`src/nsc_pkg.sv`:
```
`timescale 1ns / 1ps
// ----------------------------------------------------------------------------
// nsc_pkg
// shared constants, types and character helpers for the sentence checker
// ----------------------------------------------------------------------------
package nsc_pkg;

    localparam int unsigned MAX_SENTENCE = 127;
    localparam logic [7:0]  MAX_COUNT    = 8'(MAX_SENTENCE);
    localparam logic [7:0]  TITLE_LEN    = 8'd5;

    localparam logic [7:0] CH_DOLLAR = 8'd36;
    localparam logic [7:0] CH_STAR   = 8'd42;
    localparam logic [7:0] CH_ZERO   = 8'd48;
    localparam logic [7:0] CH_NINE   = 8'd57;
    localparam logic [7:0] CH_A      = 8'd65;
    localparam logic [7:0] CH_F      = 8'd70;
    localparam logic [7:0] HEX_GAP   = 8'd7;

    localparam logic [2:0] TYPE_PZMAE   = 3'd0;
    localparam logic [2:0] TYPE_PZMAF   = 3'd1;
    localparam logic [2:0] TYPE_PZMAG   = 3'd2;
    localparam logic [2:0] TYPE_PZMA0   = 3'd3;
    localparam logic [2:0] TYPE_UNKNOWN = 3'd4;

    localparam logic [1:0] ST_OK       = 2'd0;
    localparam logic [1:0] ST_MISMATCH = 2'd1;
    localparam logic [1:0] ST_BAD_HEX  = 2'd2;
    localparam logic [1:0] ST_TOO_LONG = 2'd3;

    typedef struct packed {
        logic [2:0] sentence_type;
        logic [1:0] status;
        logic [7:0] received_sum;
        logic [7:0] computed_sum;
    } t_result;

    // character of title k at position pos (pos 0..4)
    function automatic logic [7:0] title_char(input logic [1:0] k, input logic [2:0] pos);
        logic [7:0] c;
        case (pos)
            3'd0: c = 8'h50;
            3'd1: c = 8'h5A;
            3'd2: c = 8'h4D;
            3'd3: c = 8'h41;
            3'd4: begin
                case (k)
                    2'd0:    c = 8'h45;
                    2'd1:    c = 8'h46;
                    2'd2:    c = 8'h47;
                    default: c = 8'h30;
                endcase
            end
            default: c = 8'h00;
        endcase
        return c;
    endfunction

    // upper-case hex digit value, zero when invalid
    function automatic logic [3:0] hex_val(input logic [7:0] c);
        logic [7:0] d;
        d = 8'h00;
        if (c >= CH_ZERO && c <= CH_NINE) begin
            d = c - CH_ZERO;
        end else if (c >= CH_A && c <= CH_F) begin
            d = c - CH_ZERO - HEX_GAP;
        end
        return d[3:0];
    endfunction

    function automatic logic hex_bad(input logic [7:0] c);
        return !((c >= CH_ZERO && c <= CH_NINE) || (c >= CH_A && c <= CH_F));
    endfunction

endpackage

```
`src/nsc_parser.sv`:
```
`timescale 1ns / 1ps
// ----------------------------------------------------------------------------
// nsc_parser
// per-byte sentence state: phase, running xor, title match, count, hex digits
// ----------------------------------------------------------------------------
module nsc_parser (
    input  logic             i_clk,
    input  logic             i_rst_n,
    input  logic             i_en,
    input  logic [7:0]       i_byte,
    output logic             o_res_valid,
    output nsc_pkg::t_result o_res
);
    import nsc_pkg::*;

    localparam logic [1:0] PH_IDLE = 2'd0;
    localparam logic [1:0] PH_BODY = 2'd1;
    localparam logic [1:0] PH_HEX1 = 2'd2;
    localparam logic [1:0] PH_HEX2 = 2'd3;

    logic [1:0] r_phase, n_phase;
    logic [7:0] r_xor, n_xor;
    logic [3:0] r_match, n_match;
    logic [7:0] r_count, n_count;
    logic [3:0] r_high, n_high;
    logic       r_hex_err, n_hex_err;

    logic [2:0] w_type;
    logic [7:0] w_rx;

    always_comb begin
        w_type = TYPE_UNKNOWN;
        if (r_count >= TITLE_LEN) begin
            if (r_match[0]) begin
                w_type = TYPE_PZMAE;
            end else if (r_match[1]) begin
                w_type = TYPE_PZMAF;
            end else if (r_match[2]) begin
                w_type = TYPE_PZMAG;
            end else if (r_match[3]) begin
                w_type = TYPE_PZMA0;
            end
        end
    end

    assign w_rx = {r_high, hex_val(i_byte)};

    always_comb begin
        n_phase   = r_phase;
        n_xor     = r_xor;
        n_match   = r_match;
        n_count   = r_count;
        n_high    = r_high;
        n_hex_err = r_hex_err;
        o_res_valid         = 1'b0;
        o_res.sentence_type = w_type;
        o_res.status        = ST_OK;
        o_res.received_sum  = w_rx;
        o_res.computed_sum  = r_xor;
        if (i_en) begin
            if (i_byte == CH_DOLLAR) begin
                n_phase   = PH_BODY;
                n_xor     = 8'h00;
                n_match   = 4'hF;
                n_count   = 8'h00;
                n_high    = 4'h0;
                n_hex_err = 1'b0;
            end else begin
                case (r_phase)
                    PH_BODY: begin
                        if (i_byte == CH_STAR) begin
                            n_phase = PH_HEX1;
                        end else if (r_count >= MAX_COUNT) begin
                            o_res_valid        = 1'b1;
                            o_res.status       = ST_TOO_LONG;
                            o_res.received_sum = 8'h00;
                            n_phase            = PH_IDLE;
                        end else begin
                            if (r_count < TITLE_LEN) begin
                                for (int k = 0; k < 4; k++) begin
                                    if (title_char(2'(k), r_count[2:0]) != i_byte) begin
                                        n_match[k] = 1'b0;
                                    end
                                end
                            end
                            n_xor   = r_xor ^ i_byte;
                            n_count = r_count + 8'd1;
                        end
                    end
                    PH_HEX1: begin
                        n_high    = hex_val(i_byte);
                        n_hex_err = hex_bad(i_byte);
                        n_phase   = PH_HEX2;
                    end
                    PH_HEX2: begin
                        o_res_valid = 1'b1;
                        if (r_hex_err || hex_bad(i_byte)) begin
                            o_res.status = ST_BAD_HEX;
                        end else if (w_rx != r_xor) begin
                            o_res.status = ST_MISMATCH;
                        end
                        n_phase = PH_IDLE;
                    end
                    default: begin
                        n_phase = PH_IDLE;
                    end
                endcase
            end
        end
    end

    always_ff @(posedge i_clk) begin
        if (!i_rst_n) begin
            r_phase   <= PH_IDLE;
            r_xor     <= 8'h00;
            r_match   <= 4'hF;
            r_count   <= 8'h00;
            r_high    <= 4'h0;
            r_hex_err <= 1'b0;
        end else begin
            r_phase   <= n_phase;
            r_xor     <= n_xor;
            r_match   <= n_match;
            r_count   <= n_count;
            r_high    <= n_high;
            r_hex_err <= n_hex_err;
        end
    end

endmodule

```
`config.mk`:
```
export PLATFORM = sky130hd
export DESIGN_NAME = nsc_parser
export DESIGN_NICKNAME = d
export VERILOG_FILES = /design/src/nsc_pkg.sv /design/src/nsc_parser.sv
export SDC_FILE = /design/constraint.sdc
export NUM_CORES = 1
export LEC_CHECK = 0
export BUFFER_PORTS_ARGS = -buffer_cell sky130_fd_sc_hd__buf_2
export CAP_MARGIN = 40
export CELL_PAD_IN_SITES_DETAIL_PLACEMENT = 0
export CELL_PAD_IN_SITES_GLOBAL_PLACEMENT = 1
export CORE_MARGIN = 4
export CORE_UTILIZATION = 42
export CTS_CLUSTER_DIAMETER = 120
export DETAILED_ROUTE_END_ITERATION = 8
export PLACE_DENSITY = 0.77
export SETUP_SLACK_MARGIN = 0.1
export SYNTH_ARGS = -nofsm -noshare
export SYNTH_HDL_FRONTEND = slang
export SYNTH_SLANG_ARGS = --single-unit
```
`constraint.sdc`:
```
create_clock -name i_clk -period 3 [get_ports i_clk]
set_input_delay 0.3 -clock i_clk [delete_from_list [all_inputs] [get_ports i_clk]]
set_output_delay 0.3 -clock i_clk [all_outputs]
set_load 0.01 [all_outputs]
```
; ---- Word-level counts from Yosys, hierarchy flattened
; Index checks and enable logic that the tools add are counted.
[word_totals]
ff_bits = 27
input_bits = 11
[classes]
add_sub_neg = 3
n_lt_le_gt_ge = 7
eq_ne = 17
n_mux = 73
bitwise_logic = 1
reduce_logical = 20
[ops]
columns = operator, n
row1 = two-way mux 8 bit, 33
row2 = one-hot mux 7 bit (5 select lines), 4
row3 = two-way mux 10 bit, 4
row4 = != test 8 bit, 5
row5 = two-way mux 4 bit, 9
row6 = AND reduction 6 bit, 4
row7 = equality test 8 x 6 -> 1 bit (second input constant), 2
row8 = greater-or-equal comparator 8 x 7 -> 1 bit (second input constant), 2
row9 = two-way mux 3 bit, 5
row10 = nonzero test 2 bit, 7
row11 = two-way mux 1 bit, 11
row12 = adder 8 x 1 -> 8 bit (second input constant), 1
row13 = greater-or-equal comparator 8 x 3 -> 1 bit (second input constant), 1
row14 = greater-or-equal comparator 8 x 6 -> 1 bit (second input constant), 1
row15 = <= comparator 8 x 6 -> 1 bit (second input constant), 1
row16 = <= comparator 8 x 7 -> 1 bit (second input constant), 1
row17 = < comparator 8 x 3 -> 1 bit (second input constant), 1
row18 = two-way mux 2 bit, 4
row19 = one-hot mux 2 bit (2 select lines), 2
row20 = bitwise XOR 8 bit, 1
row21 = equality test 3 x 2 -> 1 bit (second input constant), 2
row22 = equality test 2 bit (second input constant), 2
row23 = != test 2 bit (second input constant), 2
row24 = != test 4 bit (second input constant), 1
row25 = 12 further kinds, 15

; ---- Depth between registers and ports, before layout
; Gate-level depths: netlist of the first run.
[logic_depth]
word_depth = 15
ltp_mapped = 11

; ---- Least setup slack after synthesis of the first run
; No wires, ideal clock.
[synth_path]
path_kind = input to output
from = input port i_byte[0]
to = output port o_res[16] (netlist bit)
arrival_ns = 2.157
setup_slack_ns = 0.543
stages = 9
n_path_buf = 1
path_cell_list = buf_2 > inv_1 > ha_1 > or3b_2 > and4_1 > a22oi_1 > xnor2_1 > nor4_1 > a31oi_1
[synth_lines]
columns = item, line_no
row1 = "start, declared", nsc_parser.sv:10  ; input logic [7:0] i_byte,
row2 = "end, declared", nsc_parser.sv:12  ; output nsc_pkg::t_result o_res

==> summary.md, run 1 <==
| Metric | Value |
|---|---|
| Clock Skews | roughly 0.0021 ns |
| Largest family of logic cells by synthesized area | simple AND/OR/NAND/NOR gates |
| Post-CTS Setup Inserts | 0 |
| Slew Limit Headroom | roughly three fifths |
| Crit path required time | around 2.7 ns |
| Mapped cell area | about 2100 sq um |
| Nets | roughly 310 |
| Antenna violations before repair | 0 |
| Worst Path Arrival | ~2.4 ns |
| Post-Syn Nets | ~290 |
| Util after Layout | about half |
| First-pass iteration count of the detailed router | 4 |
| Worst setup path class | input pin to output port |
| Complex-gate fraction of the synthesized area | a little under a fifth |
| CP dominant cell by count | buf_2 |
| CTS H-tree lvls | 1 |
| First-pass GRT wire length | just over 9 mm |
| Resized cells post-CTS | 0 |
| Crit Path Max Fanout | 9 |
| Ys Warns | 0 |
| Layout cells sized above 1 | 20.14% |
| Multiplexer share of the synthesized area | 0.4811% |
| Total power | slightly above 0.7 mW |
| WL met1 | approximately 2.7 mm |
| FF-to-FF path depth | 8 |
| Top Layer Used | met4 |
| N_diodes | 0 |
| Synth top cells by count | nor2_1, dfxtp_1, a21oi_1, nand2_1 |
| RSZ-0062 raised after global routing | no |
| Residual DRC | 0 |
| Clock transition at the registers of the reported paths | 0.10 ns |
| Worst-Skew Late Latency | 0.28 ns |
| Hold Violations, Final | 0 |
| Core area | 4755 sq um |
| WP buf/inv | 3 |
| CTS hold repair buffers | 0 |
| CP Depth | 10 |
| Met3 WL post-DR | between 150 and 200 um |
| Slew Viols, Final | 0 |
| CP max stage cell | or3b_2 |
| Via count | between 1500 and 2000 |
| Post-DP Area | approximately 2300 sq um |
| Die Y | 78.39 um |
| CTS tree | built |
| Sink Count | 27 |
| Total negative slack | 0 ns |
| Distinct cells, synth | 53 |
| XOR/XNOR Fraction of Synth Area | between 10% and 20% |
| Crit-path cells | buf_2 > inv_1 > ha_1 > or3b_2 > and4_1 > a22oi_1 > xnor2_1 > nor4_1 > a31oi_1 > buf_2 |
| Met2 wire length | around 2.3 mm |
| GRT Residual Overflow | 0 |
| Yosys top cell by area | dfxtp_1 |
| Area share of fa/ha/maj cells after synthesis | 7.216% |
| Lkg Pwr | 0.9369 nW |
| Worst-Margin Slew | slightly below 0.6 ns |
| Die area | a little over 6000 sq um |
| Setup Viol. Count Final | 0 |
| Worst Hold Class | input pin to flop |
| Post-synth top flop | dfxtp_1 |
| Vias in the first global route | approximately 1800 |
| CP startpoint kind | input pin |
| Simple-gate share of the synthesized area | around 30% |
| Hold path depth | 2 |
| Worst IR Drop VDD | between 0.00015 and 0.0002 V |
| Endpoint class of the critical path | output port |
| Initial core utilization | between 40 and 50% |
| Routability congestion estimate | 0.8551 |
| Final worst path period need | about 2.7 ns |
| DIE WIDTH | approximately 78 um |
| Post-route cell area | about 2300 sq um |
| CTS buffer count | 3 |
| Status | completed |
| Root Driver | clkbuf_8 |
| Post-synth EDFFs | 0 |
| Largest net degree at the start of global routing | 22 |
| Maximum capacitance violations | 0 |
| Top cell family by delay on the critical path | simple AND/OR/NAND/NOR gates |
| Clock share of power | a little under a third |
| Io pins | 33 |
| Count leader, synth | nor2_1 |
| Num rows | 25 |
| Cell Int Power | between 0.5 and 0.6 mW |
| CTS Buffer Depth | 2 |
| Fin crit share | about nine tenths |
| Switch share | slightly below 30% |
| Register area share after synthesis | between 20% and 30% |
| Power Density | 313.5 nW/um^2 |
| Routed wire length | 5.255 mm |
| Yosys reg bits | 27 |
| GRT Total Usage | between 10% and 20% |
| Ranking of synthesized cells by area | dfxtp_1, ha_1, xor2_1 |
| Port Buffer Count | 32 |
| Switch Pwr | approximately 0.21 mW |
| Post-DRT Antenna Nets | 0 |
| Syn Inst Count | about 260 |
| Layout area overhead | 10.94% |
| Max Fclk | 373.1 MHz |
| Reg power frac | between 50% and 60% |
| DP HPWL | roughly 4.1 mm |
| Avg WL per Cell | approximately 15 um |
| Syn Area/Cell | 7.882 sq um |
| Via-to-Cell Ratio | 5.282 |
| Violation count after the first detailed-routing iteration | 43 |
| Gate power share | ~17% |
| Ys async rst share | 0% |
| Top-area cell type share of the netlist area | between 20% and 30% |
| Critical Path Max Stage Delay | around 0.47 ns |
-- cell families after synthesis --
| logic type | count (synthesis) |
|---|---|
| adders and majority gates | 12 |
| xor gates and xnor gates | 27 |
| muxes | 1 |
| and+or+nand+nor | 112 |
| buffers and inverters | 30 |
| DFF | 27 |
| AOI/OAI and AO/OA | 55 |
-- layout make-up --
type / instances / area [sq um]
clock buffer: 3 / 41.29
tap: 67 / 83.83
clock inverter: 1 / 7.507
multi-input combinational: 207 / 1393
inverter: 14 / 52.55
timing repair buffer: 36 / 190.2
fill: 512 / 2446
sequential: 27 / 540.5
-- placed cells by master (no fill, tap or decap), types with 2 or more instances in the layout --
cell type | netlist | final
and2_1 | 8 | 8
buf_2 | 7 | 32
a21oi_1 | 17 | 17
dfxtp_1 | 27 | 27
and4_1 | 3 | 3
or3b_2 | 2 | 2
o21ba_2 | 2 | 2
buf_4 | 0 | 4
inv_1 | 14 | 14
o31ai_1 | 5 | 5
xor2_1 | 14 | 14
nor2_1 | 31 | 31
nand3_1 | 9 | 9
clkbuf_8 | 0 | 3
xnor2_1 | 13 | 13
a21boi_0 | 2 | 2
a31oi_1 | 3 | 3
a41oi_1 | 2 | 2
and3_1 | 2 | 2
nor2b_1 | 5 | 5
ha_1 | 12 | 12
a21o_1 | 3 | 3
nand4_1 | 4 | 4
nand2_1 | 17 | 17
nor2_2 | 2 | 2
nand3_2 | 6 | 6
nor3_1 | 8 | 8
o21ai_4 | 2 | 2
nand2b_1 | 2 | 2
nor4_1 | 4 | 4
o21ai_0 | 8 | 8
-- routing by layer --
layer  up-vias  global-route usage (%)
met4         0                   4.720
met2        36                   28.17
li1        967                       -
met5         -                       0
met3         5                   2.523
met1       867                   27.64
-- state kept, by name, indices dropped and copies added, names as in the netlist --
name	count
r_high	4
r_count	8
r_match	4
r_hex_err	1
r_phase	2
r_xor	8
-- worst paths after layout --
check / slack, ns / end / startpoint
setup / recovery: 0.32 / o_res[16] / i_byte[0]
hold / removal: 0.35 / r_phase[1] / i_rst_n
setup reg to reg: 0.65 / r_match[2] / r_count[0]
hold reg to reg: 0.51 / r_match[2] / r_match[2]
-- power groups by stage --
stage                     clock network, mW  logic [mW]  registers (mW)
after floorplan                           0      0.0961           0.383
after global placement                    0       0.126           0.384
after detailed placement                  0       0.126           0.385
after CTS                             0.231       0.126           0.376
after global routing                  0.249       0.141           0.378
final                                 0.222       0.125           0.376
-- per-stage QoR --
step	setup slack, ns	instances	hold WS [ns]
after global placement	0.3618	351	0.4776
after CTS	0.3075	355	0.3401
after floorplan	0.5430	264	0.4565
after detailed placement	0.3224	351	0.4890
after global routing	0.1209	355	0.3446
final	0.3200	355	0.3539
Power figures use the tool's default switching activity.
==> inputs of run 2 (changes only) <==
==> constraint.sdc (replaced) <==
create_clock -name i_clk -period 3 [get_ports i_clk]
set_input_delay 0.3 -clock i_clk [delete_from_list [all_inputs] [get_ports i_clk]]
set_output_delay 0.3 -clock i_clk [all_outputs]
set_load 0.02 [all_outputs]
==> summary.md, run 2 (synthesis results as in run 1) <==
| Metric | Value |
|---|---|
| Status | completed |
| Crit path required time | between 2 and 3 ns |
| Residual DRC | 0 |
| Worst IR Drop VDD | ~0.00018 V |
| Layout area overhead | 11.18% |
| Num rows | 25 |
| Io pins | 33 |
| Routed wire length | 5.292 mm |
| Fin Hold WS | between 0.3 and 0.4 ns |
| GRT Total Usage | around 19% |
| Top Layer Used | met4 |
| CTS buffer count | 3 |
| Setup Viol. Count Final | 0 |
| Reg2Reg Setup Slack | roughly 0.6 ns |
| CP startpoint kind | input pin |
| # fillers | about 500 |
| Worst setup path class | input pin to output port |
| Violation count after the first detailed-routing iteration | roughly 110 |
| Total negative slack | 0 ns |
| Reg2reg end | r_match[2] |
| Post-route cell area | about 2300 sq um |
| Root Driver | clkbuf_8 |
| CTS hold repair buffers | 0 |
| N_diodes | 0 |
| Lkg Pwr | roughly 0.94 nW |
| Die Y | between 70 and 80 um |
| Switch Pwr | ~0.23 mW |
| Critical Path Start | i_byte[1] |
| Maximum capacitance violations | 0 |
| Antenna violations before repair | 0 |
| Worst-Skew Late Latency | roughly 0.29 ns |
| CTS tree | built |
| Initial core utilization | 43.76% |
| Via count | 1870 |
| Met2 wire length | roughly 2.4 mm |
| WL met1 | between 2 and 3 mm |
| Worst Path Arrival | around 2.4 ns |
| Fin crit share | 88.73% |
| Routability congestion estimate | around 0.86 |
| Via-to-Cell Ratio | 5.268 |
| Switch share | between 30% and 40% |
| CTS H-tree lvls | 1 |
| Most frequent cells in the layout | buf_2, nor2_1, dfxtp_1 |
| R2r startpoint | r_count[0] |
| Clock Skews | ~0.0019 ns |
| Crit Path Max Fanout | 10 |
| DIE WIDTH | 78.39 um |
| Power Density | 317.6 nW/um^2 |
| Largest net degree at the start of global routing | 22 |
| FF-to-FF path depth | 8 |
| Cell Int Power | 0.5096 mW |
| Nets | 312 |
| Clock transition at the registers of the reported paths | roughly 0.1 ns |
| Endpoint class of the critical path | output port |
| Slew Viols, Final | 0 |
| Met3 WL post-DR | between 200 and 300 um |
| First-pass GRT wire length | 8.921 mm |
| RSZ-0062 raised after global routing | no |
| Layout cells sized above 1 | 20.83% |
| GRT Residual Overflow | 0 |
| Hold Violations, Final | 0 |
| Port Buffer Count | 32 |
| Leading cell type in the layout, fill and taps excluded | buf_2 |
| Core area | 4755 sq um |
| Reg power frac | approximately half |
| Sink Count | 27 |
| Gate power share | 17.7% |
| Worst Hold Class | input pin to flop |
| CTS Buffer Depth | 2 |
| Clock share of power | 31.1% |
| Post-DP Area | 2257 sq um |
| DP HPWL | about 4.1 mm |
| Regs by FF count | r_count: 8 flops, r_xor: 8 flops |
| Final worst path period need | between 2 and 3 ns |
| Avg WL per Cell | ~15 um |
| Vias in the first global route | 1767 |
| Post-DRT Antenna Nets | 0 |
| Die area | 6144 sq um |
| Worst-Margin Slew | 0.5297 ns |
| Worst Setup EP | o_res[16] |
| Slew Limit Headroom | roughly 65% |
| Max Fclk | around 380 MHz |
| First-pass iteration count of the detailed router | 4 |
-- run 2: cell count changes in the layout (fill, tap and decap cells not counted) --
cell / change
a22oi_1: -1
a22oi_2: +1
buf_2: +1
nor2_2: +1
buf_4: -1
nor2_1: -1
-- run 2: metal layers --
layer,GRT usage [%],vias to the layer above
met5,0,-
met4,5.245,0
met3,3.440,5
met2,28.85,42
met1,26.19,857
li1,-,966
-- run 2: worst min path at each step --
stage	slack, ns	from	to	depth (start not counted)
3_5_place_dp	0.49	r_count[6]	r_count[6]	2
5_1_grt	0.35	i_rst_n	r_phase[0]	3
3_3_place_gp	0.48	r_match[2]	r_match[2]	2
2_1_floorplan	0.46	r_count[6]	r_count[6]	2
6_report	0.34	i_rst_n	r_phase[0]	3
4_1_cts	0.33	i_rst_n	r_phase[0]	3
-- run 2: final cells by class --
class	instances	area, sq um	share of cell area (%)
clock buffer	3	41.29	1.785
clock inverter	1	7.507	0.3245
inverter	14	52.55	2.271
multi-input combinational	207	1400	60.52
sequential	27	540.5	23.36
tap	67	83.83	3.624
timing repair buffer	36	187.7	8.112
-- run 2: timing repair --
item                       4_1_cts  5_1_grt
setup endpoints to repair        0        1
buffers inserted                 0        0
gates resized for setup          0        2
-- run 2: through the flow --
| step | utilization, % | std cells | setup slack (ns) | power (mW) |
|---|---|---|---|---|
| finish | 48.66 | 355 | 0.3380 | 0.7347 |
| global route | 48.66 | 355 | 0.1468 | 0.7700 |
| CTS | 48.50 | 355 | 0.3064 | 0.7400 |
| detailed placement | 47.47 | 351 | 0.3217 | 0.5128 |
| global placement | 47.37 | 350 | 0.3181 | 0.5132 |
| floorplan | - | 264 | 0.3974 | 0.4829 |
-- run 2: power by group through the flow --
stage,Clock (mW),Combinational (mW),Sequential (mW)
2_1_floorplan,0,0.0969,0.386
3_3_place_gp,0,0.129,0.384
3_5_place_dp,0,0.128,0.384
4_1_cts,0.235,0.129,0.376
5_1_grt,0.248,0.144,0.378
6_report,0.229,0.130,0.376
-- run 2: critical path, stage by stage --
cell and delay [ns]:
buf_2 0.22, inv_1 0.11, ha_1 0.22, or3b_2 0.46
and4_1 0.24, nor2_2 0.20, xnor2_1 0.08, nor4_1 0.24
a31oi_1 0.12, buf_2 0.17
